`config.mk`:
```
export PLATFORM = sky130hd
export DESIGN_NAME = servo_command_parser_top_flat
export DESIGN_NICKNAME = d
export VERILOG_FILES = /design/src/rtl/core/scp_pkg.sv /design/src/rtl/core/scp_if.sv /design/src/rtl/core/scp_parser.sv /design/src/rtl/core/servo_command_parser_top.sv /design/src/flat_wrapper.sv
export SDC_FILE = /design/constraint.sdc
export NUM_CORES = 1
export LEC_CHECK = 0
export ABC_AREA = 1
export BUFFER_PORTS_ARGS = -buffer_cell sky130_fd_sc_hd__clkbuf_2
export CAP_MARGIN = 25
export CORE_UTILIZATION = 46
export CTS_CLUSTER_SIZE = 30
export DETAILED_ROUTE_END_ITERATION = 10
export PLACE_DENSITY_LB_ADDON = 0.05
export SYNTH_ARGS = -nofsm -noshare
export SYNTH_HDL_FRONTEND = slang
export SYNTH_SLANG_ARGS = --single-unit
```
`constraint.sdc`:
```
create_clock -name clk -period 2.9 [get_ports clk]
set_clock_uncertainty 0.2 [all_clocks]
set_input_delay 0.29 -clock clk [delete_from_list [all_inputs] [get_ports clk]]
set_output_delay 0.29 -clock clk [all_outputs]
set_load 0.02 [all_outputs]
```
`src/rtl/core/scp_pkg.sv`:
```
package scp_pkg;

    localparam int VALUE_BITS_DEF  = 16;
    localparam int SERVO_COUNT_DEF = 5;

    localparam int BYTE_W     = 8;
    localparam int IDX_W      = 3;
    localparam int SETPOINT_W = 16;

    localparam logic [BYTE_W-1:0] CHR_DOLLAR = 8'h24;
    localparam logic [BYTE_W-1:0] CHR_SEMI   = 8'h3B;
    localparam logic [BYTE_W-1:0] CHR_PLUS   = 8'h2B;
    localparam logic [BYTE_W-1:0] CHR_MINUS  = 8'h2D;
    localparam logic [BYTE_W-1:0] CHR_ZERO   = 8'h30;
    localparam logic [BYTE_W-1:0] CHR_NINE   = 8'h39;
    localparam logic [BYTE_W-1:0] CHR_SPACE  = 8'h20;
    localparam logic [BYTE_W-1:0] CHR_TAB    = 8'h09;
    localparam logic [BYTE_W-1:0] CHR_CR     = 8'h0D;
    localparam logic [BYTE_W-1:0] CHR_X      = 8'h78;
    localparam logic [BYTE_W-1:0] CHR_Y      = 8'h79;
    localparam logic [BYTE_W-1:0] CHR_Z      = 8'h7A;
    localparam logic [BYTE_W-1:0] CHR_V      = 8'h76;
    localparam logic [BYTE_W-1:0] CHR_W      = 8'h77;

    localparam logic [IDX_W-1:0] SERVO_X = 3'd0;
    localparam logic [IDX_W-1:0] SERVO_Y = 3'd1;
    localparam logic [IDX_W-1:0] SERVO_Z = 3'd2;
    localparam logic [IDX_W-1:0] SERVO_V = 3'd3;
    localparam logic [IDX_W-1:0] SERVO_W = 3'd4;

    // Position inside a command: letter, ignored byte, number field.
    typedef enum logic [2:0] {
        POS_LETTER = 3'b001,
        POS_SKIP   = 3'b010,
        POS_NUM    = 3'b100
    } pos_t;

    typedef enum logic [3:0] {
        PH_SKIP   = 4'b0001,
        PH_SIGN   = 4'b0010,
        PH_DIGITS = 4'b0100,
        PH_DONE   = 4'b1000
    } phase_t;

    typedef struct packed {
        logic                  hit;
        logic [IDX_W-1:0]      idx;
    } servo_sel_t;

    typedef struct packed {
        logic                  fire;
        logic                  recognized;
        logic [IDX_W-1:0]      servo_index;
        logic [SETPOINT_W-1:0] setpoint;
    } result_t;

    function automatic logic is_space(input logic [BYTE_W-1:0] c);
        return (c == CHR_SPACE) || (c >= CHR_TAB && c <= CHR_CR);
    endfunction

    function automatic logic is_digit(input logic [BYTE_W-1:0] c);
        return (c >= CHR_ZERO) && (c <= CHR_NINE);
    endfunction

    function automatic servo_sel_t letter_to_servo(input logic [BYTE_W-1:0] c);
        servo_sel_t sel;
        sel.hit = 1'b1;
        case (c)
            CHR_X:   sel.idx = SERVO_X;
            CHR_Y:   sel.idx = SERVO_Y;
            CHR_Z:   sel.idx = SERVO_Z;
            CHR_V:   sel.idx = SERVO_V;
            CHR_W:   sel.idx = SERVO_W;
            default:
            begin
                sel.hit = 1'b0;
                sel.idx = '0;
            end
        endcase
        return sel;
    endfunction

endpackage

```
`src/rtl/core/scp_if.sv`:
```
interface scp_rx_if;
    logic                          valid;
    logic                          ready;
    logic [scp_pkg::BYTE_W-1:0]    rx_byte;

    modport source (output valid, output rx_byte, input ready);
    modport sink   (input valid, input rx_byte, output ready);
endinterface

interface scp_result_if;
    logic                                 valid;
    logic                                 ready;
    logic                                 recognized;
    logic [scp_pkg::IDX_W-1:0]            servo_index;
    logic signed [scp_pkg::SETPOINT_W-1:0] setpoint;

    modport source (output valid, output recognized, output servo_index, output setpoint,
                    input ready);
    modport sink   (input valid, input recognized, input servo_index, input setpoint,
                    output ready);
endinterface

```
`src/rtl/core/scp_parser.sv`:
```
module scp_parser #(
    parameter int VALUE_BITS  = scp_pkg::VALUE_BITS_DEF,
    parameter int SERVO_COUNT = scp_pkg::SERVO_COUNT_DEF
) (
    input  logic                       clk,
    input  logic                       rst_n,
    input  logic                       step,
    input  logic [scp_pkg::BYTE_W-1:0] rx_byte,
    output scp_pkg::result_t           res
);

    logic                       in_cmd_reg,  in_cmd_next;
    scp_pkg::pos_t              pos_reg,     pos_next;
    logic [scp_pkg::BYTE_W-1:0] letter_reg,  letter_next;
    scp_pkg::phase_t            phase_reg,   phase_next;
    logic                       neg_reg,     neg_next;
    logic [VALUE_BITS-1:0]      acc_reg,     acc_next;

    logic [VALUE_BITS-1:0]        acc_step;
    logic [VALUE_BITS-1:0]        acc_neg;
    logic signed [VALUE_BITS-1:0] value_s;
    scp_pkg::servo_sel_t          sel;
    logic                         digit;

    // acc * 10 + digit, wrapping at the accumulator width.
    assign acc_step = (acc_reg << 3) + (acc_reg << 1) + VALUE_BITS'(rx_byte[3:0]);
    assign acc_neg  = ~acc_reg + VALUE_BITS'(1);
    assign value_s  = neg_reg ? acc_neg : acc_reg;
    assign sel      = scp_pkg::letter_to_servo(letter_reg);
    assign digit    = scp_pkg::is_digit(rx_byte);

    always_comb
    begin
        in_cmd_next = in_cmd_reg;
        pos_next    = pos_reg;
        letter_next = letter_reg;
        phase_next  = phase_reg;
        neg_next    = neg_reg;
        acc_next    = acc_reg;
        res         = '0;

        if (!in_cmd_reg)
        begin
            if (rx_byte == scp_pkg::CHR_DOLLAR)
            begin
                in_cmd_next = 1'b1;
                pos_next    = scp_pkg::POS_LETTER;
                letter_next = '0;
                phase_next  = scp_pkg::PH_SKIP;
                neg_next    = 1'b0;
                acc_next    = '0;
            end
        end
        else if (rx_byte == scp_pkg::CHR_SEMI)
        begin
            in_cmd_next = 1'b0;
            res.fire    = 1'b1;
            // An empty command never names a servo.
            if (pos_reg != scp_pkg::POS_LETTER && sel.hit &&
                {1'b0, sel.idx} < (scp_pkg::IDX_W + 1)'(SERVO_COUNT))
            begin
                res.recognized  = 1'b1;
                res.servo_index = sel.idx;
                res.setpoint    = scp_pkg::SETPOINT_W'(value_s);
            end
        end
        else
        begin
            case (pos_reg)
                scp_pkg::POS_LETTER:
                begin
                    letter_next = rx_byte;
                    pos_next    = scp_pkg::POS_SKIP;
                end
                scp_pkg::POS_SKIP:
                begin
                    pos_next = scp_pkg::POS_NUM;
                end
                scp_pkg::POS_NUM:
                begin
                    case (phase_reg)
                        scp_pkg::PH_SKIP:
                        begin
                            if (scp_pkg::is_space(rx_byte))
                            begin
                                phase_next = scp_pkg::PH_SKIP;
                            end
                            else if (rx_byte == scp_pkg::CHR_PLUS ||
                                     rx_byte == scp_pkg::CHR_MINUS)
                            begin
                                neg_next   = (rx_byte == scp_pkg::CHR_MINUS);
                                phase_next = scp_pkg::PH_SIGN;
                            end
                            else if (digit)
                            begin
                                acc_next   = acc_step;
                                phase_next = scp_pkg::PH_DIGITS;
                            end
                            else
                            begin
                                phase_next = scp_pkg::PH_DONE;
                            end
                        end
                        scp_pkg::PH_SIGN, scp_pkg::PH_DIGITS:
                        begin
                            if (digit)
                            begin
                                acc_next   = acc_step;
                                phase_next = scp_pkg::PH_DIGITS;
                            end
                            else
                            begin
                                phase_next = scp_pkg::PH_DONE;
                            end
                        end
                        default:
                        begin
                            phase_next = scp_pkg::PH_DONE;
                        end
                    endcase
                end
                default:
                begin
                    pos_next = scp_pkg::POS_LETTER;
                end
            endcase
        end
    end

    always_ff @(posedge clk or negedge rst_n)
    begin
        if (!rst_n)
        begin
            in_cmd_reg <= 1'b0;
            pos_reg    <= scp_pkg::POS_LETTER;
            letter_reg <= '0;
            phase_reg  <= scp_pkg::PH_SKIP;
            neg_reg    <= 1'b0;
            acc_reg    <= '0;
        end
        else if (step)
        begin
            in_cmd_reg <= in_cmd_next;
            pos_reg    <= pos_next;
            letter_reg <= letter_next;
            phase_reg  <= phase_next;
            neg_reg    <= neg_next;
            acc_reg    <= acc_next;
        end
    end

endmodule

```
`src/rtl/core/servo_command_parser_top.sv`:
```
// Each accepted byte is held in the input register while the parser steps on it;
// a result is registered only for the byte that closes a command.
// Throughput: one byte per cycle; the input register and the result register
// stall together only while a result waits on the output.
// Reset (rst_n low, asynchronous) empties both registers and returns the parser
// to waiting for the start character.
module servo_command_parser_top #(
    parameter int VALUE_BITS  = scp_pkg::VALUE_BITS_DEF,
    parameter int SERVO_COUNT = scp_pkg::SERVO_COUNT_DEF
) (
    input  logic          clk,
    input  logic          rst_n,
    scp_rx_if.sink        rx,
    scp_result_if.source  result
);

    logic                       s1_valid_reg, s1_valid_next;
    logic [scp_pkg::BYTE_W-1:0] s1_byte_reg;
    logic                       out_valid_reg, out_valid_next;
    scp_pkg::result_t           out_res_reg;
    scp_pkg::result_t           res;
    logic                       advance;
    logic                       step;
    logic                       rx_fire;

    assign advance  = !out_valid_reg || result.ready;
    assign rx.ready = advance || !s1_valid_reg;
    assign rx_fire  = rx.valid && rx.ready;
    assign step     = s1_valid_reg && advance;

    scp_parser #(
        .VALUE_BITS  (VALUE_BITS),
        .SERVO_COUNT (SERVO_COUNT)
    ) u_parser (
        .clk     (clk),
        .rst_n   (rst_n),
        .step    (step),
        .rx_byte (s1_byte_reg),
        .res     (res)
    );

    always_comb
    begin
        s1_valid_next  = rx.ready ? rx.valid : s1_valid_reg;
        out_valid_next = advance ? (step && res.fire) : out_valid_reg;
    end

    always_ff @(posedge clk or negedge rst_n)
    begin
        if (!rst_n)
        begin
            s1_valid_reg  <= 1'b0;
            out_valid_reg <= 1'b0;
        end
        else
        begin
            s1_valid_reg  <= s1_valid_next;
            out_valid_reg <= out_valid_next;
        end
    end

    always_ff @(posedge clk)
    begin
        if (rx_fire)
        begin
            s1_byte_reg <= rx.rx_byte;
        end
        if (step && res.fire)
        begin
            out_res_reg <= res;
        end
    end

    assign result.valid       = out_valid_reg;
    assign result.recognized  = out_res_reg.recognized;
    assign result.servo_index = out_res_reg.servo_index;
    assign result.setpoint    = out_res_reg.setpoint;

endmodule

```
`src/flat_wrapper.sv`:
```
// flat-port wrapper written by rule: the top's interface ports become plain ports
module servo_command_parser_top_flat 
#(
    parameter int VALUE_BITS  = scp_pkg::VALUE_BITS_DEF,
    parameter int SERVO_COUNT = scp_pkg::SERVO_COUNT_DEF
)
  (clk, rst_n, rx_valid, rx_rx_byte, rx_ready, result_valid, result_recognized, result_servo_index, result_setpoint, result_ready);
  scp_rx_if rx_i ();
  scp_result_if result_i ();
  input  logic clk;
  input  logic rst_n;
  input wire logic [$bits(rx_i.valid)-1:0] rx_valid;
  input wire logic [$bits(rx_i.rx_byte)-1:0] rx_rx_byte;
  output wire logic [$bits(rx_i.ready)-1:0] rx_ready;
  output wire logic [$bits(result_i.valid)-1:0] result_valid;
  output wire logic [$bits(result_i.recognized)-1:0] result_recognized;
  output wire logic [$bits(result_i.servo_index)-1:0] result_servo_index;
  output wire logic [$bits(result_i.setpoint)-1:0] result_setpoint;
  input wire logic [$bits(result_i.ready)-1:0] result_ready;
  assign rx_i.valid = rx_valid;
  assign rx_i.rx_byte = rx_rx_byte;
  assign rx_ready = rx_i.ready;
  assign result_valid = result_i.valid;
  assign result_recognized = result_i.recognized;
  assign result_servo_index = result_i.servo_index;
  assign result_setpoint = result_i.setpoint;
  assign result_i.ready = result_ready;
  servo_command_parser_top #(.VALUE_BITS(VALUE_BITS), .SERVO_COUNT(SERVO_COUNT)) u_core (.clk(clk), .rst_n(rst_n), .rx(rx_i), .result(result_i));
endmodule
```
# ---- After elaboration in Yosys (flattened, before gate mapping)
# Cells that the tools add are included.
# Widths: inputs -> output; s select.
dict set report classes {
  n_lt_le_gt_ge 5
  reduce_logical 23
  addsub 3
  n_bitwise 1
  mux 40
  n_eq_ne 27
}
# operator count
set op_table {}
lappend op_table {{$mux 16} 8}
lappend op_table {{$mux 21} 2}
lappend op_table {{$eq 8x6->1 const B} 5}
lappend op_table {{$eq 8x7->1 const B} 5}
lappend op_table {{$mux 8} 4}
lappend op_table {{$pmux 16 s2} 1}
lappend op_table {{$mux 4} 7}
lappend op_table {{$mux 20} 1}
lappend op_table {{$add 16x1->16 const B} 1}
lappend op_table {{$add 16x16->16} 1}
lappend op_table {{$add 16x4->16} 1}
lappend op_table {{$not 16->16} 1}
lappend op_table {{$reduce_and 7->1} 2}
lappend op_table {{$pmux 3 s4} 1}
lappend op_table {{$reduce_and 4->1} 3}
lappend op_table {{$mux 1} 11}
lappend op_table {{$mux 3} 3}
lappend op_table {{$pmux 3 s3} 1}
lappend op_table {{$ge 8x4->1 const B} 1}
lappend op_table {{$ge 8x6->1 const B} 1}
lappend op_table {{$le 8x4->1 const B} 1}
lappend op_table {{$le 8x6->1 const B} 1}
lappend op_table {{$ne 2x1->1 const B} 4}
lappend op_table {{$pmux 4 s2} 1}
lappend op_table {{18 further kinds} 32}
dict set report totals {
  reg_bits 63
}

# ---- Logic depth before layout (Yosys ltp)
# Gate-level depths: netlist of run 1.
dict set report logic_depth {
  depth_word 9
  ltp_mapped 13
  depth_no_buf 13
}

# ---- Cells and area by module
# Synthesis of run 1 repeated with hierarchy kept, for this count alone.
dict set report unflattened {
  hier_cells 526
  area_unflattened_um2 4091.4
}
# module seq_area_each_um2 cells_per_inst instances area_per_inst_um2
set by_module_without_submodules {}
lappend by_module_without_submodules {scp_parser 828.3 483 1 3144.3}
lappend by_module_without_submodules {servo_command_parser_top 890.9 43 1 947.2}

# ---- Least setup slack after synthesis of run 1
# Ideal clock, no wire load.
dict set report synth_timing {
  kind {register -> register}
  from {reg u_core.u_parser.acc_reg[2]}
  to {reg u_core.u_parser.acc_reg[8]}
  t_arrival_ps 2230
  setup_slack_ps 352
  stages_incl_launch_ff 12
  synth_period_minus_slack_ps 2548
  required_ps 2583
  n_path_buf 0
  cell_sequence {dfrtp_1 inv_2 fa_1 inv_1 fa_1 nand3_1 nand3_1 nand2_1 nand2_1 or2_2 nand3_1 nand2_1}
}
dict set report synth_between {
  elab_chain_cells 9
}
# element line_no
set synth_lines {}
lappend synth_lines {{from (decl)} scp_parser.sv:17} ;# logic [VALUE_BITS-1:0] acc_reg, acc_next;
lappend synth_lines {{from (signal assigned)} scp_parser.sv:148} ;# acc_reg <= acc_next;
lappend synth_lines {{$add 16x16->16 *} scp_parser.sv:26} ;# assign acc_step = (acc_reg << 3) + (acc_reg << 1) + VALUE_BITS'(rx_byte[3:0]);
lappend synth_lines {{$add 16x4->16 *} scp_parser.sv:26}
lappend synth_lines {{$mux 16 *} {scp_parser.sv:94, scp_parser.sv:106}}
lappend synth_lines {{$mux 16} scp_parser.sv:88} ;# else if (rx_byte == scp_pkg::CHR_PLUS ||
lappend synth_lines {{$mux 16} scp_parser.sv:84} ;# if (scp_pkg::is_space(rx_byte))
lappend synth_lines {{$pmux 16 s2 *} scp_parser.sv:81} ;# case (phase_reg)
lappend synth_lines {{$mux 16 *} scp_parser.sv:69} ;# case (pos_reg)
lappend synth_lines {{$mux 16 *} scp_parser.sv:54} ;# else if (rx_byte == scp_pkg::CHR_SEMI)
lappend synth_lines {{$mux 16 *} scp_parser.sv:42} ;# if (!in_cmd_reg)
# Mark *: on every way between the ends. The rest lies on a longest branch, timed or not. The select of a mux whose other input is x is not followed.
# A chain may end at the register's enable or synchronous reset.

# ---- Worst setup path after layout of run 1
# Ends and elaborated chain as after synthesis.

==> results of run 1 <==
==> what timing repair did <==
| item | CTS | global route |
|---|---|---|
| hold endpoints to repair | 43 | 0 |
| hold buffers | 11 | 0 |
| endpoints found under the setup margin | 0 | 1 |
| gates resized for setup | 0 | 1 |
==> synth_stat cells (all sizes together) <==
library cell    n  share of area [%]
o21ai          40                4.8
o22ai           2               0.30
nor3            7               0.96
and2            1               0.15
nor2           70                9.3
nand4           9                1.4
edfxtp         28                 20
nand3b          3               0.54
o21bai          1               0.18
dfrtp          33                 20
nand2         141                 13
buf             5               0.90
nand3          43                5.3
xnor2           4               0.84
ha             27                8.1
or2             1               0.15
fa              2               0.96
dfstp           2                1.3
o31ai           1               0.18
inv            68                6.1
nor4            2               0.30
clkbuf          2               0.18
a31oi           2               0.30
a21oi          16                2.1
xor2           11                2.3
==> area by class of cell <==
| type | count | area share (%) |
|---|---|---|
| Inverter | 68 | 5.40 |
| Tap cell | 108 | 2.86 |
| Clock inverter | 3 | 0.397 |
| Sequential cell | 63 | 36.4 |
| Clock buffer | 13 | 3.36 |
| Timing Repair Buffer | 48 | 6.46 |
| Multi-Input combinational cell | 383 | 45.2 |
==> through the flow <==
stage | std cells | hold slack, ns | setup slack (ns) | cell area [µm²]
2_1_floorplan | 521 | -0.206 | 0.352 | 4160
3_3_place_gp | 659 | 0.261 | 0.242 | 4440
3_5_place_dp | 659 | 0.260 | 0.176 | 4440
4_1_cts | 686 | 0.293 | 0.164 | 4730
5_1_grt | 686 | 0.318 | 0.0401 | 4730
6_report | 686 | 0.284 | 0.204 | 4730
==> power by group through the flow <==
stage / combinational, mW / sequential (mW) / clock, mW
after detailed placement: 1.22 / 1.31 / 0
final: 1.23 / 1.30 / 0.680
after floorplan: 0.983 / 1.24 / 0
after CTS: 1.23 / 1.30 / 0.699
after global routing: 1.43 / 1.33 / 0.750
after global placement: 1.21 / 1.31 / 0
==> worst register-to-register path, cell delays in order (launching register included) <==
cell,delay [ns]
dfrtp_2,0.41
inv_2,0.07
fa_1,0.53
inv_1,0.07
fa_1,0.48
nand3_1,0.12
nand3_1,0.16
nand2_1,0.10
nand2_1,0.06
or2_2,0.26
nand3_1,0.08
nand2_1,0.05
==> kinds of logic after synthesis <==
family / count (synthesis) / share of synthesized area, %
fa+ha+maj: 29 / 9.09
flops: 63 / 41.4
buf+inv: 75 / 7.23
simple gates: 277 / 31.3
xor+xnor: 15 / 3.16
compound gates: 62 / 7.89
==> per-layer routing <==
metal | GRT usage [%] | vias up
met2 | 29.8 | 85
met3 | 3.68 | 11
met4 | 6.77 | 0
met5 | 0 | -
li1 | - | 1809
met1 | 31.7 | 1580
==> how the worst max path moves through the flow <==
stage / startpoint / endpoint
after global routing: u_core.u_parser.acc_reg[2]$_DFFE_PN0P_ / u_core.u_parser.acc_reg[8]$_DFFE_PN0P_
after floorplan: u_core.u_parser.acc_reg[2]$_DFFE_PN0P_ / u_core.u_parser.acc_reg[8]$_DFFE_PN0P_
after detailed placement: u_core.u_parser.acc_reg[2]$_DFFE_PN0P_ / u_core.u_parser.acc_reg[8]$_DFFE_PN0P_
after CTS: u_core.u_parser.acc_reg[2]$_DFFE_PN0P_ / u_core.u_parser.acc_reg[8]$_DFFE_PN0P_
final: u_core.u_parser.acc_reg[2]$_DFFE_PN0P_ / u_core.u_parser.acc_reg[8]$_DFFE_PN0P_
after global placement: u_core.u_parser.acc_reg[2]$_DFFE_PN0P_ / u_core.u_parser.acc_reg[8]$_DFFE_PN0P_
==> key figures, run 1 <==
Cells and area
  • Area of the multi-input gates: 2140 µm²
  • Register Area: 1720 µm²
  • Commonest non-fill, non-tap cells in the layout: nand2_1 (136), inv_1 (59), nor2_1 (53)
  • Fraction of layout cells with a size suffix above 1: 15.6%
  • Syn-to-layout area delta: 13.8%
  • Final #Nets: 614
  • FILL cells: 820
  • Leading cell type in the layout, fill and taps excluded: nand2_1
  • Diode count: 0
  • Post-layout util: 54.2%

STA
  • Tcrit/Tclk final: 93.0%
  • RSZ-0062 raised after global routing: false
  • Fmax: about 370 MHz
  • Slew Limit Fails: 0
  • Hold Fails Final Rpt: 0
  • Worst slew margin: around two fifths
  • Crit path time final: 2.70 ns
  • Setup Viol. Count Final: 0
  • Worst slew pin tran: around 0.9 ns
  • Final setup TNS: 0 ns

Floorplan
  • Boundary Pins: 34
  • Die area: 9420 µm²
  • Die height: 97.0 µm
  • Row cnt: 34
  • Initial Util: 47.6%
  • DIE WIDTH: a little under 100 µm
  • Core area: 8720 µm²

Power
  • Sequential power share: 40.4%
  • Internal Power: 1.90 mW
  • Net switching power figure: 1.31 mW
  • Power Dens Cells: about 680 nW/µm²
  • Total Power: around 3.2 mW
  • Clock share of power: 21.2%
  • Combinational power share: 38.4%
  • Sw Share: 40.8%
  • Leakage: 2.33 nW
  • Peak VDD IR: about 0.30 mV

Worst setup path
  • CP Launch Type: register
  • CP Depth: 11
  • Worst Path Arrival: between 2 and 3 ns
  • Critical path type: reg2reg
  • CP Buf/Inv Count: 2
  • Slowest CP cell: fa_1
  • Critical path cell sequence: inv_2 > fa_1 > inv_1 > fa_1 > nand3_1 > nand3_1 > nand2_1 > nand2_1 > or2_2 > nand3_1 > nand2_1
  • Worst R2R End: u_core.u_parser.acc_reg[8]$_DFFE_PN0P_
  • Reg2Reg Depth: 11
  • Worst Path Max Fanout: 4
  • Worst reg2reg setup slack: 0.20 ns
  • Crit path max-delay family: adder cells
  • Reg-to-reg startpoint: u_core.u_parser.acc_reg[2]$_DFFE_PN0P_
  • Crit end category: register
  • Worst Path Required: 2.93 ns
  • Slowest stage delay, CP: about 0.53 ns

Detailed routing
  • Number of DRC markers in iteration 0: 191
  • Vias/cell: 5.08
  • DR pass1 iterations: 4
  • Routed Antenna Nets: 0
  • M1 wire length: approximately 4600 µm
  • Via count: 3485
  • DR WL met3: 467 µm
  • Average wire per standard cell: approximately 13 µm
  • Met2 WL: 3840 µm
  • WL final: 9020 µm
  • # DRC: 0
  • Highest routed layer: met4

Clocking
  • Clock Latency Late Sink: around 0.35 ns
  • H-tree depth: 3
  • Worst-path clk slew: 0.07 ns
  • Clock Tree Root: clkbuf_8
  • Total CTS buffers: 9
  • Clk sink count: 63
  • Setup bufs post-CTS: 0
  • Max Root-Sink Buffers: 2
  • CTS tree: yes

Global routing
  • Initial antenna violation count: 0
  • Global-route wire length before repair: 15400 µm
  • Overflow after GRT: 0
  • GRT Total Usage: approximately a fifth
  • Vias in the first global route: 3173
  • Pin count of the biggest net entering global routing: 36

Placement
  • RD Place Congestion: 0.921
  • DPL Wire Length: 7020 µm
  • I/O Buffers: 33

Synthesis
  • Post-synthesis cell count: 521
  • Post-Syn Area: around 4200 µm²
  • Syn Nets: 562
  • Yosys synthesis warning count: 0
  • Synth unique cells: 36
  • Synth Area per Inst: 7.98 µm²
  • Post-synthesis sequential area ratio: 41.4%
  • Yosys reg bits: 63

Worst hold path
  • Worst hold start: u_core.u_parser.phase_reg[0]$_DFFE_PN1P_
  • Hold/Removal Path Class: reg2reg
  • Worst Hold End: u_core.u_parser.phase_reg[0]$_DFFE_PN1P_
  • Worst hold path cell count: 2

Flow run
  • MaxCap Viol Count: 0

Run status
  • Status: finished clean
Power figures use the tool's default switching activity.
==> run 2: changes to the inputs <==
--- a/config.mk
+++ b/config.mk
@@ -5,12 +5,12 @@
 export SDC_FILE = /design/constraint.sdc
 export NUM_CORES = 1
 export LEC_CHECK = 0
-export ABC_AREA = 1
 export BUFFER_PORTS_ARGS = -buffer_cell sky130_fd_sc_hd__clkbuf_2
-export CAP_MARGIN = 25
+export CAP_MARGIN = 10
 export CORE_UTILIZATION = 46
 export CTS_CLUSTER_SIZE = 30
 export DETAILED_ROUTE_END_ITERATION = 10
+export MAX_ROUTING_LAYER = met4
 export PLACE_DENSITY_LB_ADDON = 0.05
 export SYNTH_ARGS = -nofsm -noshare
 export SYNTH_HDL_FRONTEND = slang
==> key figures, run 2 <==
Synthesis
  • Post-synth top area cell: edfxtp_1
  • Most used DFF post-synth: dfrtp_1
  • Mux share of post-synthesis cell area: 1.40%
  • Synth unique cells: 57
  • Post-synth ARST share: between 50% and 60%
  • Yosys synthesis warning count: 0
  • Syn Nets: 399
  • Synth Area in XOR/XNOR: 6.78%
  • Post-synth top cells: nand2_1 (40), dfrtp_1 (33), nor2_1 (31)
  • Post-Syn Area: 3740 µm²
  • Synth Area per Inst: 10.5 µm²
  • Synth Area in Compound Gates: 16.2%
  • Number of synthesized flops with an enable pin: 28
  • Top cells by area, synth: edfxtp_1 (22%), dfrtp_1 (22%), ha_1 (9.0%), nand2_1 (4.0%), xor2_1 (4.0%)
  • Main combinational cell family by area after synthesis: compound AO/OA/AOI/OAI gates
  • Post-synthesis cell count: around 360
  • Post-synthesis sequential area ratio: a little under half
  • Count leader, synth: nand2_1
  • Yosys reg bits: 63
  • Top cell type's share of synthesized area: 22.5%
  • Adder-cell share of the synthesized area: 10.1%
  • Post-Synth Simple-Gate Area: between 10% and 20%

Placement
  • Placed Cells: about 500
  • I/O Buffers: 33
  • DPL Wire Length: between 5000 and 6000 µm
  • DP Area: 4090 µm²
  • RD Place Congestion: 0.912
  • Pre-CTS setup slack: around 0.055 ns

Power
  • Net switching power figure: 551 µW
  • Peak VDD IR: 0.318 mV
  • Combinational power share: 13.2%
  • Leakage: around 2.1 nW
  • Power Dens Cells: roughly 470 nW/µm²
  • Clock share of power: 33.6%
  • Sequential power share: 53.2%
  • Internal Power: 1.50 mW
  • Total Power: ~2.0 mW
  • Sw Share: 26.9%

Detailed routing
  • Average wire per standard cell: 15.2 µm
  • # DRC: 0
  • Vias/cell: 5.46
  • Via count: 2853
  • WL final: 7950 µm
  • Routed Antenna Nets: 0
  • Number of DRC markers in iteration 0: between 100 and 150
  • DR pass1 iterations: 4

Worst hold path
  • Hold/Removal Path Class: in2reg

Global routing
  • Overflow after GRT: 0
  • Pin count of the biggest net entering global routing: 36
  • GRT Total Usage: between 20% and 30%
  • Vias in the first global route: ~2700
  • Global-route wire length before repair: 13400 µm
  • Initial antenna violation count: 0

Worst setup path
  • Slowest CP cell: fa_1
  • Slowest stage delay, CP: about 0.54 ns
  • Critical Path Sink: u_core.u_parser.acc_reg[14]$_DFFE_PN0P_
  • Worst reg2reg setup slack: ~0.20 ns
  • Worst R2R End: u_core.u_parser.acc_reg[14]$_DFFE_PN0P_
  • Crit path top cell by count: inv_1
  • Critical path cell sequence: inv_1 > fa_1 > inv_1 > fa_2 > a211oi_2 > o211ai_1 > nand2_1 > o21ai_0 > xor2_1 > a22o_1
  • CP Buf/Inv Count: 2
  • CP Launch Point: u_core.u_parser.acc_reg[2]$_DFFE_PN0P_
  • Critical path type: reg2reg
  • Worst Path Max Fanout: 3
  • Worst Path Arrival: 2.74 ns
  • Worst Path Required: 2.93 ns
  • Crit end category: register
  • CP Depth: 10
  • Reg-to-reg startpoint: u_core.u_parser.acc_reg[2]$_DFFE_PN0P_
  • CP Launch Type: register
  • Crit path max-delay family: adder cells
  • Reg2Reg Depth: 10

STA
  • Final worst slack: 0.195 ns
  • Tcrit/Tclk final: slightly above 90%
  • Crit path time final: 2.70 ns
  • Fmax: 370 MHz
  • WHS: a little over 0.05 ns
  • Hold Fails Final Rpt: 0
  • Final setup TNS: 0 ns
  • Worst slew pin tran: 0.884 ns
  • Slew Limit Fails: 0
  • RSZ-0062 raised after global routing: false
  • Worst slew margin: between 40% and 50%
  • Setup Viol. Count Final: 0

Cells and area
  • Post-layout util: 56.1%
  • Leading cell type in the layout, fill and taps excluded: nand2_1
  • Fraction of layout cells with a size suffix above 1: 18.8%
  • Commonest non-fill, non-tap cells in the layout: nand2_1 (40), clkbuf_2 (33), dfrtp_1 (33)
  • FILL cells: 708
  • Area of the multi-input gates: 1910 µm²
  • Final #Nets: 457
  • Final instance area: roughly 4400 µm²
  • Finished Layout Cells: 523
  • Diode count: 0
  • Syn-to-layout area delta: 16.9%
  • Register Area: 1720 µm²

Clocking
  • Max Root-Sink Buffers: 2
  • Worst-path clk slew: 0.07 ns
  • H-tree depth: 3
  • Setup bufs post-CTS: 0
  • CTS tree: yes
  • Clk sink count: 63
  • Total CTS buffers: 9
  • Clock Latency Late Sink: around 0.34 ns
  • Clock Tree Root: clkbuf_8

Run status
  • Status: finished clean

Floorplan
  • Boundary Pins: 34
  • Die area: 8510 µm²
  • Row cnt: 32
  • Die height: 92.2 µm
  • Core area: 7810 µm²
  • DIE WIDTH: slightly above 90 µm
  • Initial Util: 48.0%

Flow run
  • MaxCap Viol Count: 0
-- run 2: cell types whose count changed in the layout (fill, tap and decap cells not counted), sizes merged, moves of 5 or more --
cell	delta
nand2	-101
inv	-55
nor2	-38
nand3	-36
o21ai	-25
a22o	+14
buf	+13
o31ai	+12
a21o	+11
xnor2	+8
xor2	+6
nand4	-5
-- run 2: cells by family (layout without fill, tap and decap cells) --
kind of cell	Yosys count	count (layout)
flip-flops	63	63
XOR/XNOR	29	29
adder cells (fa/ha/maj)	29	29
AO/OA/AOI/OAI	88	88
AND/OR/NAND/NOR	117	117
buffers and inverters	27	90
multiplexers	5	5
-- run 2: worst reg2reg max path, delay by kind of cell, from the launching register on --
kind	cells	cell delay (ns)
flops	1	0.34
compound gates	4	0.70
simple gates	1	0.10
fa+ha+maj	2	0.96
buf+inv	2	0.13
xor+xnor	1	0.16
-- run 2: area by class of cell --
type | count | area share [%]
inverters | 14 | 1.20
clock buffers | 13 | 3.63
repair buffers | 60 | 8.97
multi-input cells | 268 | 43.6
well taps | 102 | 2.91
flip-flops and latches | 63 | 39.3
clock inverters | 3 | 0.400
-- run 2: worst min path at each step --
stage                 start                                         to  slack (ns)  cells past startpoint
5_1_grt        result_ready            u_core.s1_valid_reg$_DFFE_PN0N_        0.09                      3
3_5_place_dp          rst_n  u_core.u_parser.letter_reg[0]$_DFFE_PN0P_        0.27                      1
4_1_cts        result_ready            u_core.s1_valid_reg$_DFFE_PN0N_        0.04                      3
2_1_floorplan         rst_n            u_core.result.valid$_DFFE_PN0P_       -0.21                      0
6_report       result_ready            u_core.s1_valid_reg$_DFFE_PN0N_        0.05                      3
3_3_place_gp          rst_n  u_core.u_parser.letter_reg[0]$_DFFE_PN0P_        0.26                      1
-- run 2: power by group through the flow --
| stage | sequential, mW | clock, mW | combinational [mW] |
|---|---|---|---|
| 6_report | 1.09 | 0.689 | 0.269 |
| 5_1_grt | 1.10 | 0.741 | 0.297 |
| 4_1_cts | 1.09 | 0.702 | 0.270 |
| 3_5_place_dp | 1.11 | 0 | 0.259 |
| 3_3_place_gp | 1.11 | 0 | 0.255 |
| 2_1_floorplan | 1.09 | 0 | 0.193 |
-- run 2: per-layer routing --
metal / GRT usage, % / part of all wire (%)
met3: 3.48 / 2.8
met1: 30.8 / 54
met4: 8.20 / 1.7
met5: - / 0
met2: 30.0 / 42
-- run 2: what timing repair did --
item | in CTS | in global routing
endpoints found under the hold margin | 42 | 0
resized for setup | 0 | 3
hold buffers | 10 | 0
endpoints found under the setup margin | 0 | 3
